==> config.mk <==
export PLATFORM = sky130hd
export DESIGN_NAME = speed_setpoint_ramp_command_unit
export DESIGN_NICKNAME = d
export VERILOG_FILES = /design/src/srcu_pkg.sv /design/src/srcu_cfg_regs.sv /design/src/srcu_in_stage.sv /design/src/srcu_core.sv /design/src/speed_setpoint_ramp_command_unit.sv
export SDC_FILE = /design/constraint.sdc
export NUM_CORES = 1
export LEC_CHECK = 0
export BUFFER_PORTS_ARGS = -buffer_cell sky130_fd_sc_hd__clkbuf_2
export CORE_UTILIZATION = 39
export CTS_CLUSTER_DIAMETER = 100
export DETAILED_ROUTE_END_ITERATION = 10
export PLACE_DENSITY = 0.59
export SYNTH_ARGS = -nofsm -noshare
export SYNTH_HDL_FRONTEND = slang
export SYNTH_SLANG_ARGS = --single-unit
==> constraint.sdc <==
create_clock -name clk -period 6.8 [get_ports clk]
set_input_delay 0.68 -clock clk [delete_from_list [all_inputs] [get_ports clk]]
set_output_delay 0.68 -clock clk [all_outputs]
set_load 0.01 [all_outputs]
==> src/srcu_pkg.sv <==
// Shared types and constants of the speed setpoint ramp command unit.
// No dependencies; imported by the register file, input stage, core and top level.
package srcu_pkg;

	localparam int STEP_W  = 10;
	localparam int LIMIT_W = 13;
	localparam int SP_W    = 14;
	localparam int WORD_W  = 32;
	localparam int SUM_W   = SP_W + 1;

	localparam logic [STEP_W-1:0]  RAMP_STEP_RST   = 10'd50;
	localparam logic [LIMIT_W-1:0] SPEED_LIMIT_RST = 13'd5000;

	typedef enum logic [3:0] {
		CMD_TICK      = 4'd0,
		CMD_TEST      = 4'd1,
		CMD_START     = 4'd2,
		CMD_TARGET    = 4'd3,
		CMD_SET_KP    = 4'd4,
		CMD_SET_KI    = 4'd5,
		CMD_SET_KD    = 4'd6,
		CMD_GET_PWM   = 4'd7,
		CMD_GET_ERR   = 4'd8,
		CMD_GET_KP    = 4'd9,
		CMD_GET_KI    = 4'd10,
		CMD_GET_KD    = 4'd11,
		CMD_GET_TGT   = 4'd12,
		CMD_GET_MEAS  = 4'd13,
		CMD_ECHO_A    = 4'd14,
		CMD_ECHO_B    = 4'd15
	} cmd_t;

	typedef enum logic {
		REG_RAMP_STEP   = 1'b0,
		REG_SPEED_LIMIT = 1'b1
	} reg_idx_t;

	typedef enum logic [1:0] {
		RAMP_NONE = 2'd0,
		RAMP_UP   = 2'd1,
		RAMP_DOWN = 2'd2
	} ramp_t;

	typedef enum logic [1:0] {
		DIR_NONE = 2'd0,
		DIR_CW   = 2'd1,
		DIR_CCW  = 2'd2
	} dir_t;

	typedef struct packed {
		logic [STEP_W-1:0]  ramp_step;
		logic [LIMIT_W-1:0] speed_limit;
	} cfg_t;

	typedef struct packed {
		logic [3:0]               command;
		logic signed [WORD_W-1:0] value;
		logic signed [WORD_W-1:0] pwm_level;
		logic signed [WORD_W-1:0] pid_error;
		logic signed [WORD_W-1:0] measured_speed;
	} item_t;

endpackage

==> src/srcu_cfg_regs.sv <==
// APB-style register file holding ramp_step and speed_limit.
// Depends on srcu_pkg.
module srcu_cfg_regs
	import srcu_pkg::*;
(
	input  logic        clk,
	input  logic        arst_n,
	input  logic        psel,
	input  logic        penable,
	input  logic        pwrite,
	input  logic [2:0]  paddr,
	input  logic [31:0] pwdata,
	output logic [31:0] prdata,
	output logic        pready,
	output cfg_t        cfg
);

	logic [STEP_W-1:0]  ramp_step_q;
	logic [LIMIT_W-1:0] speed_limit_q;
	reg_idx_t           idx;
	logic               wr_en;

	assign pready = 1'b1;
	assign idx    = reg_idx_t'(paddr[2]);
	assign wr_en  = psel & penable & pwrite & pready;

	always_ff @(posedge clk or negedge arst_n) begin
		if (!arst_n) begin
			ramp_step_q   <= RAMP_STEP_RST;
			speed_limit_q <= SPEED_LIMIT_RST;
		end else if (wr_en) begin
			case (idx)
				REG_RAMP_STEP:   ramp_step_q   <= pwdata[STEP_W-1:0];
				REG_SPEED_LIMIT: speed_limit_q <= pwdata[LIMIT_W-1:0];
				default: ;
			endcase
		end
	end

	always_comb begin
		case (idx)
			REG_RAMP_STEP:   prdata = {{(32-STEP_W){1'b0}}, ramp_step_q};
			REG_SPEED_LIMIT: prdata = {{(32-LIMIT_W){1'b0}}, speed_limit_q};
			default:         prdata = '0;
		endcase
	end

	assign cfg.ramp_step   = ramp_step_q;
	assign cfg.speed_limit = speed_limit_q;

endmodule

==> src/srcu_in_stage.sv <==
// Input register stage: captures one command transfer per cycle while s_tready is high.
// Depends on srcu_pkg.
module srcu_in_stage
	import srcu_pkg::*;
(
	input  logic         clk,
	input  logic         arst_n,
	input  logic         s_tvalid,
	output logic         s_tready,
	input  logic [127:0] s_tdata,
	input  logic [3:0]   s_tuser,
	input  logic         take,
	output logic         valid_s1,
	output item_t        item_s1
);

	assign s_tready = !valid_s1 || take;

	always_ff @(posedge clk or negedge arst_n) begin
		if (!arst_n) begin
			valid_s1 <= 1'b0;
		end else if (s_tready) begin
			valid_s1 <= s_tvalid;
		end
	end

	always_ff @(posedge clk) begin
		if (s_tready && s_tvalid) begin
			item_s1.command        <= s_tuser;
			item_s1.value          <= s_tdata[31:0];
			item_s1.pwm_level      <= s_tdata[63:32];
			item_s1.pid_error      <= s_tdata[95:64];
			item_s1.measured_speed <= s_tdata[127:96];
		end
	end

endmodule

==> src/srcu_core.sv <==
// Command decode, ramp state and result register of the setpoint unit.
// Depends on srcu_pkg.
module srcu_core
	import srcu_pkg::*;
(
	input  logic        clk,
	input  logic        arst_n,
	input  cfg_t        cfg,
	input  logic        in_valid,
	input  item_t       in_item,
	output logic        in_take,
	output logic        m_tvalid,
	input  logic        m_tready,
	output logic [47:0] m_tdata,
	output logic        m_tuser
);

	logic signed [SP_W-1:0] setpoint_q, target_q;
	ramp_t                  ramp_q;
	dir_t                   dir_q;
	logic                   stop_pend_q, run_q;
	logic [WORD_W-1:0]      gain_q [3];

	logic signed [SP_W-1:0] setpoint_d, target_d;
	ramp_t                  ramp_d;
	dir_t                   dir_d;
	logic                   stop_pend_d, run_d;
	logic signed [WORD_W-1:0] reply_d;

	logic                   out_valid_s2;
	logic signed [WORD_W-1:0] reply_s2;
	logic                   is_reply_s2;
	logic signed [SP_W-1:0] setpoint_s2;
	logic                   running_s2;

	cmd_t                   cmd;
	logic signed [SUM_W-1:0] step_ext, sum, tgt_ext;
	logic                   done;
	logic signed [WORD_W:0] val_ext, lim_pos, lim_neg;
	logic signed [SP_W-1:0] clamped;

	assign in_take = in_valid && (!out_valid_s2 || m_tready);
	assign cmd     = cmd_t'(in_item.command);

	// ramp step toward the target
	always_comb begin
		step_ext = $signed({{(SUM_W-STEP_W){1'b0}}, cfg.ramp_step});
		tgt_ext  = SUM_W'(target_q);
		if (ramp_q == RAMP_UP) begin
			sum  = SUM_W'(setpoint_q) + step_ext;
			done = sum >= tgt_ext;
		end else begin
			sum  = SUM_W'(setpoint_q) - step_ext;
			done = sum <= tgt_ext;
		end
	end

	// target clamp to plus or minus the limit
	always_comb begin
		val_ext = {in_item.value[WORD_W-1], in_item.value};
		lim_pos = $signed({{(WORD_W+1-LIMIT_W){1'b0}}, cfg.speed_limit});
		lim_neg = -lim_pos;
		if (val_ext > lim_pos)
			clamped = SP_W'(lim_pos);
		else if (val_ext < lim_neg)
			clamped = SP_W'(lim_neg);
		else
			clamped = SP_W'(val_ext);
	end

	always_comb begin
		setpoint_d  = setpoint_q;
		target_d    = target_q;
		ramp_d      = ramp_q;
		dir_d       = dir_q;
		stop_pend_d = stop_pend_q;
		run_d       = run_q;
		reply_d     = in_item.value;
		case (cmd)
			CMD_TICK: begin
				reply_d = '0;
				if (run_q && ramp_q != RAMP_NONE) begin
					if (done) begin
						setpoint_d = target_q;
						ramp_d     = RAMP_NONE;
						if (stop_pend_q)
							run_d = 1'b0;
					end else begin
						setpoint_d = sum[SP_W-1:0];
					end
				end
			end
			CMD_START: begin
				if (in_item.value == '0) begin
					reply_d     = '0;
					stop_pend_d = 1'b1;
					target_d    = '0;
					ramp_d      = (dir_q == DIR_CW) ? RAMP_DOWN : RAMP_UP;
				end else begin
					run_d       = 1'b1;
					stop_pend_d = 1'b0;
				end
			end
			CMD_TARGET: begin
				reply_d  = WORD_W'(clamped);
				target_d = clamped;
				dir_d    = (clamped > 0) ? DIR_CW : DIR_CCW;
				if (clamped > setpoint_q)
					ramp_d = RAMP_UP;
				else if (clamped < setpoint_q)
					ramp_d = RAMP_DOWN;
			end
			CMD_GET_PWM:  reply_d = in_item.pwm_level;
			CMD_GET_ERR:  reply_d = in_item.pid_error;
			CMD_GET_KP:   reply_d = gain_q[0];
			CMD_GET_KI:   reply_d = gain_q[1];
			CMD_GET_KD:   reply_d = gain_q[2];
			CMD_GET_TGT:  reply_d = WORD_W'(target_q);
			CMD_GET_MEAS: reply_d = in_item.measured_speed;
			default: ;
		endcase
	end

	always_ff @(posedge clk or negedge arst_n) begin
		if (!arst_n) begin
			setpoint_q  <= '0;
			target_q    <= '0;
			ramp_q      <= RAMP_NONE;
			dir_q       <= DIR_NONE;
			stop_pend_q <= 1'b0;
			run_q       <= 1'b0;
			gain_q[0]   <= '0;
			gain_q[1]   <= '0;
			gain_q[2]   <= '0;
		end else if (in_take) begin
			setpoint_q  <= setpoint_d;
			target_q    <= target_d;
			ramp_q      <= ramp_d;
			dir_q       <= dir_d;
			stop_pend_q <= stop_pend_d;
			run_q       <= run_d;
			case (cmd)
				CMD_SET_KP: gain_q[0] <= in_item.value;
				CMD_SET_KI: gain_q[1] <= in_item.value;
				CMD_SET_KD: gain_q[2] <= in_item.value;
				default: ;
			endcase
		end
	end

	always_ff @(posedge clk or negedge arst_n) begin
		if (!arst_n) begin
			out_valid_s2 <= 1'b0;
		end else if (!out_valid_s2 || m_tready) begin
			out_valid_s2 <= in_valid;
		end
	end

	always_ff @(posedge clk) begin
		if (in_take) begin
			reply_s2    <= reply_d;
			is_reply_s2 <= (cmd != CMD_TICK);
			setpoint_s2 <= setpoint_d;
			running_s2  <= run_d;
		end
	end

	// a test write only echoes its value; the word is never read back
	assign m_tvalid = out_valid_s2;
	assign m_tdata  = {1'b0, running_s2, setpoint_s2, reply_s2};
	assign m_tuser  = is_reply_s2;

endmodule

==> src/speed_setpoint_ramp_command_unit.sv <==
// Top level of the speed setpoint ramp command unit.
// Depends on srcu_pkg, srcu_cfg_regs, srcu_in_stage and srcu_core.
//
//  channel  | direction | handshake        | payload
//  ---------+-----------+------------------+----------------------------------------
//  s_*      | in        | s_tvalid/s_tready| tuser command, tdata value..measured
//  m_*      | out       | m_tvalid/m_tready| tuser is_reply, tdata reply/setpoint/run
//  APB      | in        | psel/penable     | ramp_step @0x0, speed_limit @0x4
//
// Each command passes through the input register, then through decode and ramp
// logic into the result register. A new command transfers every cycle while
// the result is not stalled; the ramp state updates as a command enters the
// result register, so consecutive commands see each other's effects in order.
// Reset clears the ramp state, gains and both valid flags and loads
// ramp_step 50 and speed_limit 5000. When m_tready drops, the result holds and
// s_tready falls once the input register holds a command.
module speed_setpoint_ramp_command_unit
	import srcu_pkg::*;
(
	input  logic         clk,
	input  logic         arst_n,
	input  logic         s_tvalid,
	output logic         s_tready,
	// bits: value[31:0], pwm_level[63:32], pid_error[95:64], measured_speed[127:96]
	input  logic [127:0] s_tdata,
	// bits: command[3:0]
	input  logic [3:0]   s_tuser,
	output logic         m_tvalid,
	input  logic         m_tready,
	// bits: reply_value[31:0], setpoint[45:32], running[46], zero[47]
	output logic [47:0]  m_tdata,
	// bits: is_reply[0]
	output logic         m_tuser,
	input  logic         psel,
	input  logic         penable,
	input  logic         pwrite,
	input  logic [2:0]   paddr,
	input  logic [31:0]  pwdata,
	output logic [31:0]  prdata,
	output logic         pready
);

	cfg_t  cfg;
	logic  take;
	logic  valid_s1;
	item_t item_s1;

	// configuration registers, to be written only while idle; the block does not enforce this
	srcu_cfg_regs u_cfg (
		.clk     (clk),
		.arst_n  (arst_n),
		.psel    (psel),
		.penable (penable),
		.pwrite  (pwrite),
		.paddr   (paddr),
		.pwdata  (pwdata),
		.prdata  (prdata),
		.pready  (pready),
		.cfg     (cfg)
	);

	// capture the command transfer
	srcu_in_stage u_in (
		.clk      (clk),
		.arst_n   (arst_n),
		.s_tvalid (s_tvalid),
		.s_tready (s_tready),
		.s_tdata  (s_tdata),
		.s_tuser  (s_tuser),
		.take     (take),
		.valid_s1 (valid_s1),
		.item_s1  (item_s1)
	);

	// decode, advance the ramp, register the result
	srcu_core u_core (
		.clk      (clk),
		.arst_n   (arst_n),
		.cfg      (cfg),
		.in_valid (valid_s1),
		.in_item  (item_s1),
		.in_take  (take),
		.m_tvalid (m_tvalid),
		.m_tready (m_tready),
		.m_tdata  (m_tdata),
		.m_tuser  (m_tuser)
	);

endmodule

==> results by group <==
Routing
  • WL met1: 22,500 um
  • Total wire length: 51,800 um
  • Top metal layer carrying routed signals: met5
  • Final routed wire length divided by cell count: 22.1 um
  • Total length of routed met3 wires: 2740 um
  • Remaining number of nets flagged by the antenna check after routing: 0
  • Total number of vias: 12,937
  • Number of iterations in the first detailed-routing pass: 6
  • Met2 WL post-DR: 25,400 um
  • DRC violation total after the first TritonRoute iteration: 1,035
  • Avg Vias per Cell: 5.53
  • Post-route DRC: 0

Pwr
  • VDD IR-drop max: 0.245 mV
  • Proportion of total power due to net switching: 33.2%
  • Portion of total power attributed to sequential cells: 39.2%
  • Clock Power Share: 29.9%
  • Power, Total: 7.17 mW
  • Static leakage power: 8.84 nW
  • Internal power: 4.79 mW
  • Logic pwr share: 30.9%
  • Switching power summed over all nets: 2.38 mW
  • Power per cell area: 347 mW/mm^2

Timing
  • Max-slew headroom: 24.2%
  • RSZ-0062 raised after global routing: false
  • Pins over their slew limit: 0
  • Minimum period implied by the final worst setup slack: 6.19 ns
  • Final number of setup-violating endpoints: 0
  • Period utilization: 91.0%
  • Transition time at the pin with the least slew margin: 1.14 ns
  • TNS Setup: 0 ns
  • Worst clock skew on the final layout: 0.0292 ns
  • Final hold viol count: 0
  • Achievable clock frequency: 0.162 GHz

Floorplan
  • Number of rows in the core area: 77
  • Area of the core: 0.0443 sq mm
  • Overall die area: 0.0460 sq mm
  • Height of the chip: 214 um
  • Number of primary I/O pins: 258
  • Initial cell density of the core: 39.7%
  • Die X-Extent: 214 um

Run status
  • Status: finished, final reports clean

Placement
  • Total of buffers placed on input and output ports: 215
  • Sum of net half-perimeters after detailed placement: 37,500 um
  • Instance area at placement: 0.0193 sq mm
  • GP Congestion: 0.879

Cells and area
  • Growth of design area from synthesis to finish: 17.4%
  • Number of nets in the layout: 2,004
  • Fraction of final layout cells with drive strength greater than 1: 26.9%
  • Final instance area: 0.0207 sq mm

Synth
  • Yosys top cell by area: edfxtp_1
  • Area of the mapped netlist: 0.0176 sq mm
  • Number of instances in the synthesized netlist: 1,500
  • Synth top cells by count: edfxtp_1 (180), dfrtp_1 (147), mux2_2 (128)
  • Most frequent cell after synthesis: edfxtp_1
  • Yosys warning count: 0
  • Predominant post-synthesis flop cell: edfxtp_1
  • Proportion of netlist area held by the largest area contributor: 30.7%
  • Count of unique library cells instantiated by Yosys: 80
  • Proportion of synthesized chip area in sequential cells: 52.8%
  • #FFs+latches synth: 335
  • Share of synthesized flip-flops with an asynchronous set or reset: 46.3%
  • Number of synthesized flops with an enable pin: 180
  • Top cells by area, synth: edfxtp_1 (31%), dfrtp_1 (21%), mux2_2 (8.2%)
  • Post-Syn Area per Cell: 11.7 sq um

Clock tree
  • Count of H-tree levels built during CTS: 2
  • Reg clk slew, reported paths: 0.06 ns
  • Buffer type at the clock tree root: clkbuf_16
  • TritonCTS buffer count: 39
  • Source-to-sink clock delay at the later pin of the worst-skew pair: 0.58 ns
  • Post-cts hold buffer count: 0
  • TritonCTS clock tree: yes
  • CTS sink count: 335
  • Longest Clk Path Bufs: 3
  • Post CTS Setup Buffer Count: 0

Global routing
  • Number of antenna violations at the first check in global routing: 5
  • Global-route usage over all layers: 22.5%
  • Gr ovfl total: 0
  • Maximum number of pins on one net before global-route repair: 80
  • Via count of the first global-routing pass: 13,190
  • Global-route wire length before repair: 79,100 um

Worst setup path
  • Startpoint type of the worst setup path: flop
  • Critical path capture point type: flop
  • Critical path data required time: 7.28 ns
  • Worst Path Max Fanout: 9
  • Worst Setup Path Type: reg2reg
  • Arrival @ worst endpoint: 6.66 ns

Worst hold path
  • Worst min-delay path class: in2async

Flow run
  • Number of violations of the max-capacitance limit: 0
[final timing paths]
check / startpoint / end / slack (ns) / cells after the start
setup reg to reg: u_cfg.speed_limit_q[1]$_DFFE_PN0P_ / u_core.ramp_q[0]$_DFFE_PN0P_ / 0.61 / 27
hold reg to reg: u_core.gain_q[64]$_DFFE_PN0P_ / u_core.gain_q[64]$_DFFE_PN0P_ / 0.49 / 2
max in group asynchronous: arst_n / u_core.gain_q[58]$_DFFE_PN0P_ / 5.08 / 2
min in group clk: s_tdata[54] / u_in.item_s1[86]$_DFFE_PP_ / 0.28 / 1
hold / removal: arst_n / u_core.m_tvalid$_DFFE_PN0P_ / 0.18 / 1
setup / recovery: u_cfg.speed_limit_q[1]$_DFFE_PN0P_ / u_core.ramp_q[0]$_DFFE_PN0P_ / 0.61 / 27
[what timing repair did]
item	CTS	global route
gates resized for setup	0	6
setup endpoints to repair	0	2
hold endpoints to repair	0	0
[worst max-delay path, cell delays in order (launching register included)]
cell       delay [ns]
dfrtp_1          0.42
inv_1            0.13
ha_1             0.28
nand3_1          0.24
nor3b_1          0.31
buf_4            0.20
ha_1             0.21
inv_1            0.06
ha_1             0.31
nand4_1          0.18
nor4_4           0.36
nand2_1          0.17
a31oi_4          0.25
nor3_2           0.13
nor2_4           0.27
a31oi_1          0.13
o2bb2ai_1        0.33
ha_1             0.32
a21o_1           0.16
a21o_1           0.17
a211oi_1         0.21
o21ai_0          0.11
a21o_1           0.18
a21o_1           0.17
a21oi_1          0.23
o311ai_0         0.17
o21bai_1         0.20
a2bb2oi_1        0.21
[cells in the final DEF (no fill, tap or decap), types with 9 or more instances in the layout]
cell type	n
clkbuf_2	214
edfxtp_1	180
dfrtp_1	147
mux2_2	128
nand2_1	122
ha_1	111
inv_1	79
o21ai_0	72
a22oi_1	71
a21oi_1	50
nor2_1	44
nand3_1	42
clkbuf_16	40
nand4_1	32
buf_4	30
xnor2_1	28
nor3_1	22
a211o_1	21
conb_1	21
nand2b_1	17
mux2i_1	17
a21o_1	14
a222oi_1	13
a31oi_1	12
nor4_1	11
nor2b_1	11
and2_1	11
clkbuf_1	11
a22o_1	10
o211ai_1	9
o31ai_1	9
a221oi_1	9
[metrics by stage]
| stage | std cells | setup slack, ns | utilization (%) | hold slack [ns] |
|---|---|---|---|---|
| floorplan | 1519 | 1.36 | - | 0.384 |
| global placement | 2268 | 0.632 | 43.6 | 0.463 |
| detailed placement | 2268 | 0.589 | 43.6 | 0.473 |
| CTS | 2340 | 0.540 | 46.5 | 0.186 |
| global route | 2340 | 0.0304 | 46.6 | 0.228 |
| finish | 2341 | 0.613 | 46.6 | 0.179 |
[sequential cells by signal, indices dropped and copies added, names as in the netlist, 2 cells and up]
| signal | count |
|---|---|
| u_in.item_s1 | 132 |
| u_core.gain_q | 96 |
| u_core.reply_s2 | 32 |
| u_core.setpoint_q | 14 |
| u_core.setpoint_s2 | 14 |
| u_core.target_q | 14 |
| u_cfg.speed_limit_q | 13 |
| u_cfg.ramp_step_q | 10 |
| u_core.dir_q | 2 |
| u_core.ramp_q | 2 |
[power groups by stage]
stage	clock, mW	sequential [mW]	combinational [mW]
6_report	2.15	2.81	2.22
5_1_grt	2.27	2.85	2.48
4_1_cts	2.19	2.81	2.22
3_5_place_dp	0	2.84	2.20
3_3_place_gp	0	2.82	2.15
2_1_floorplan	0	2.74	1.61
[cell families (layout without fill, tap and decap cells)]
kind of cell | after synthesis | after routing | synth area share [%]
xor gates and xnor gates | 34 | 34 | 1.69
muxes | 146 | 146 | 9.25
AOI/OAI and AO/OA | 341 | 341 | 13.5
adders and majority gates | 113 | 113 | 8.12
DFF | 335 | 335 | 52.8
buffers and inverters | 169 | 398 | 4.20
other | 2 | 22 | 0.0427
and+or+nand+nor | 360 | 360 | 10.4
[routing by layer]
layer,global-route usage (%),vias to the layer above
li1,-,6047
met1,29.3,6415
met2,38.3,381
met3,4.28,86
met4,6.12,8
met5,0,-
[final cells by class]
| cell class | count | area [sq um] |
|---|---|---|
| repair buffers | 245 | 1310 |
| fillers | 4138 | 23700 |
| well taps | 592 | 741 |
| inverters | 81 | 305 |
| clock inverters | 16 | 209 |
| multi-input cells | 1015 | 7680 |
| clock buffers | 56 | 1110 |
| diodes | 1 | 2.50 |
| flip-flops and latches | 335 | 9290 |
No activity file was read; power rests on OpenSTA's default activity.
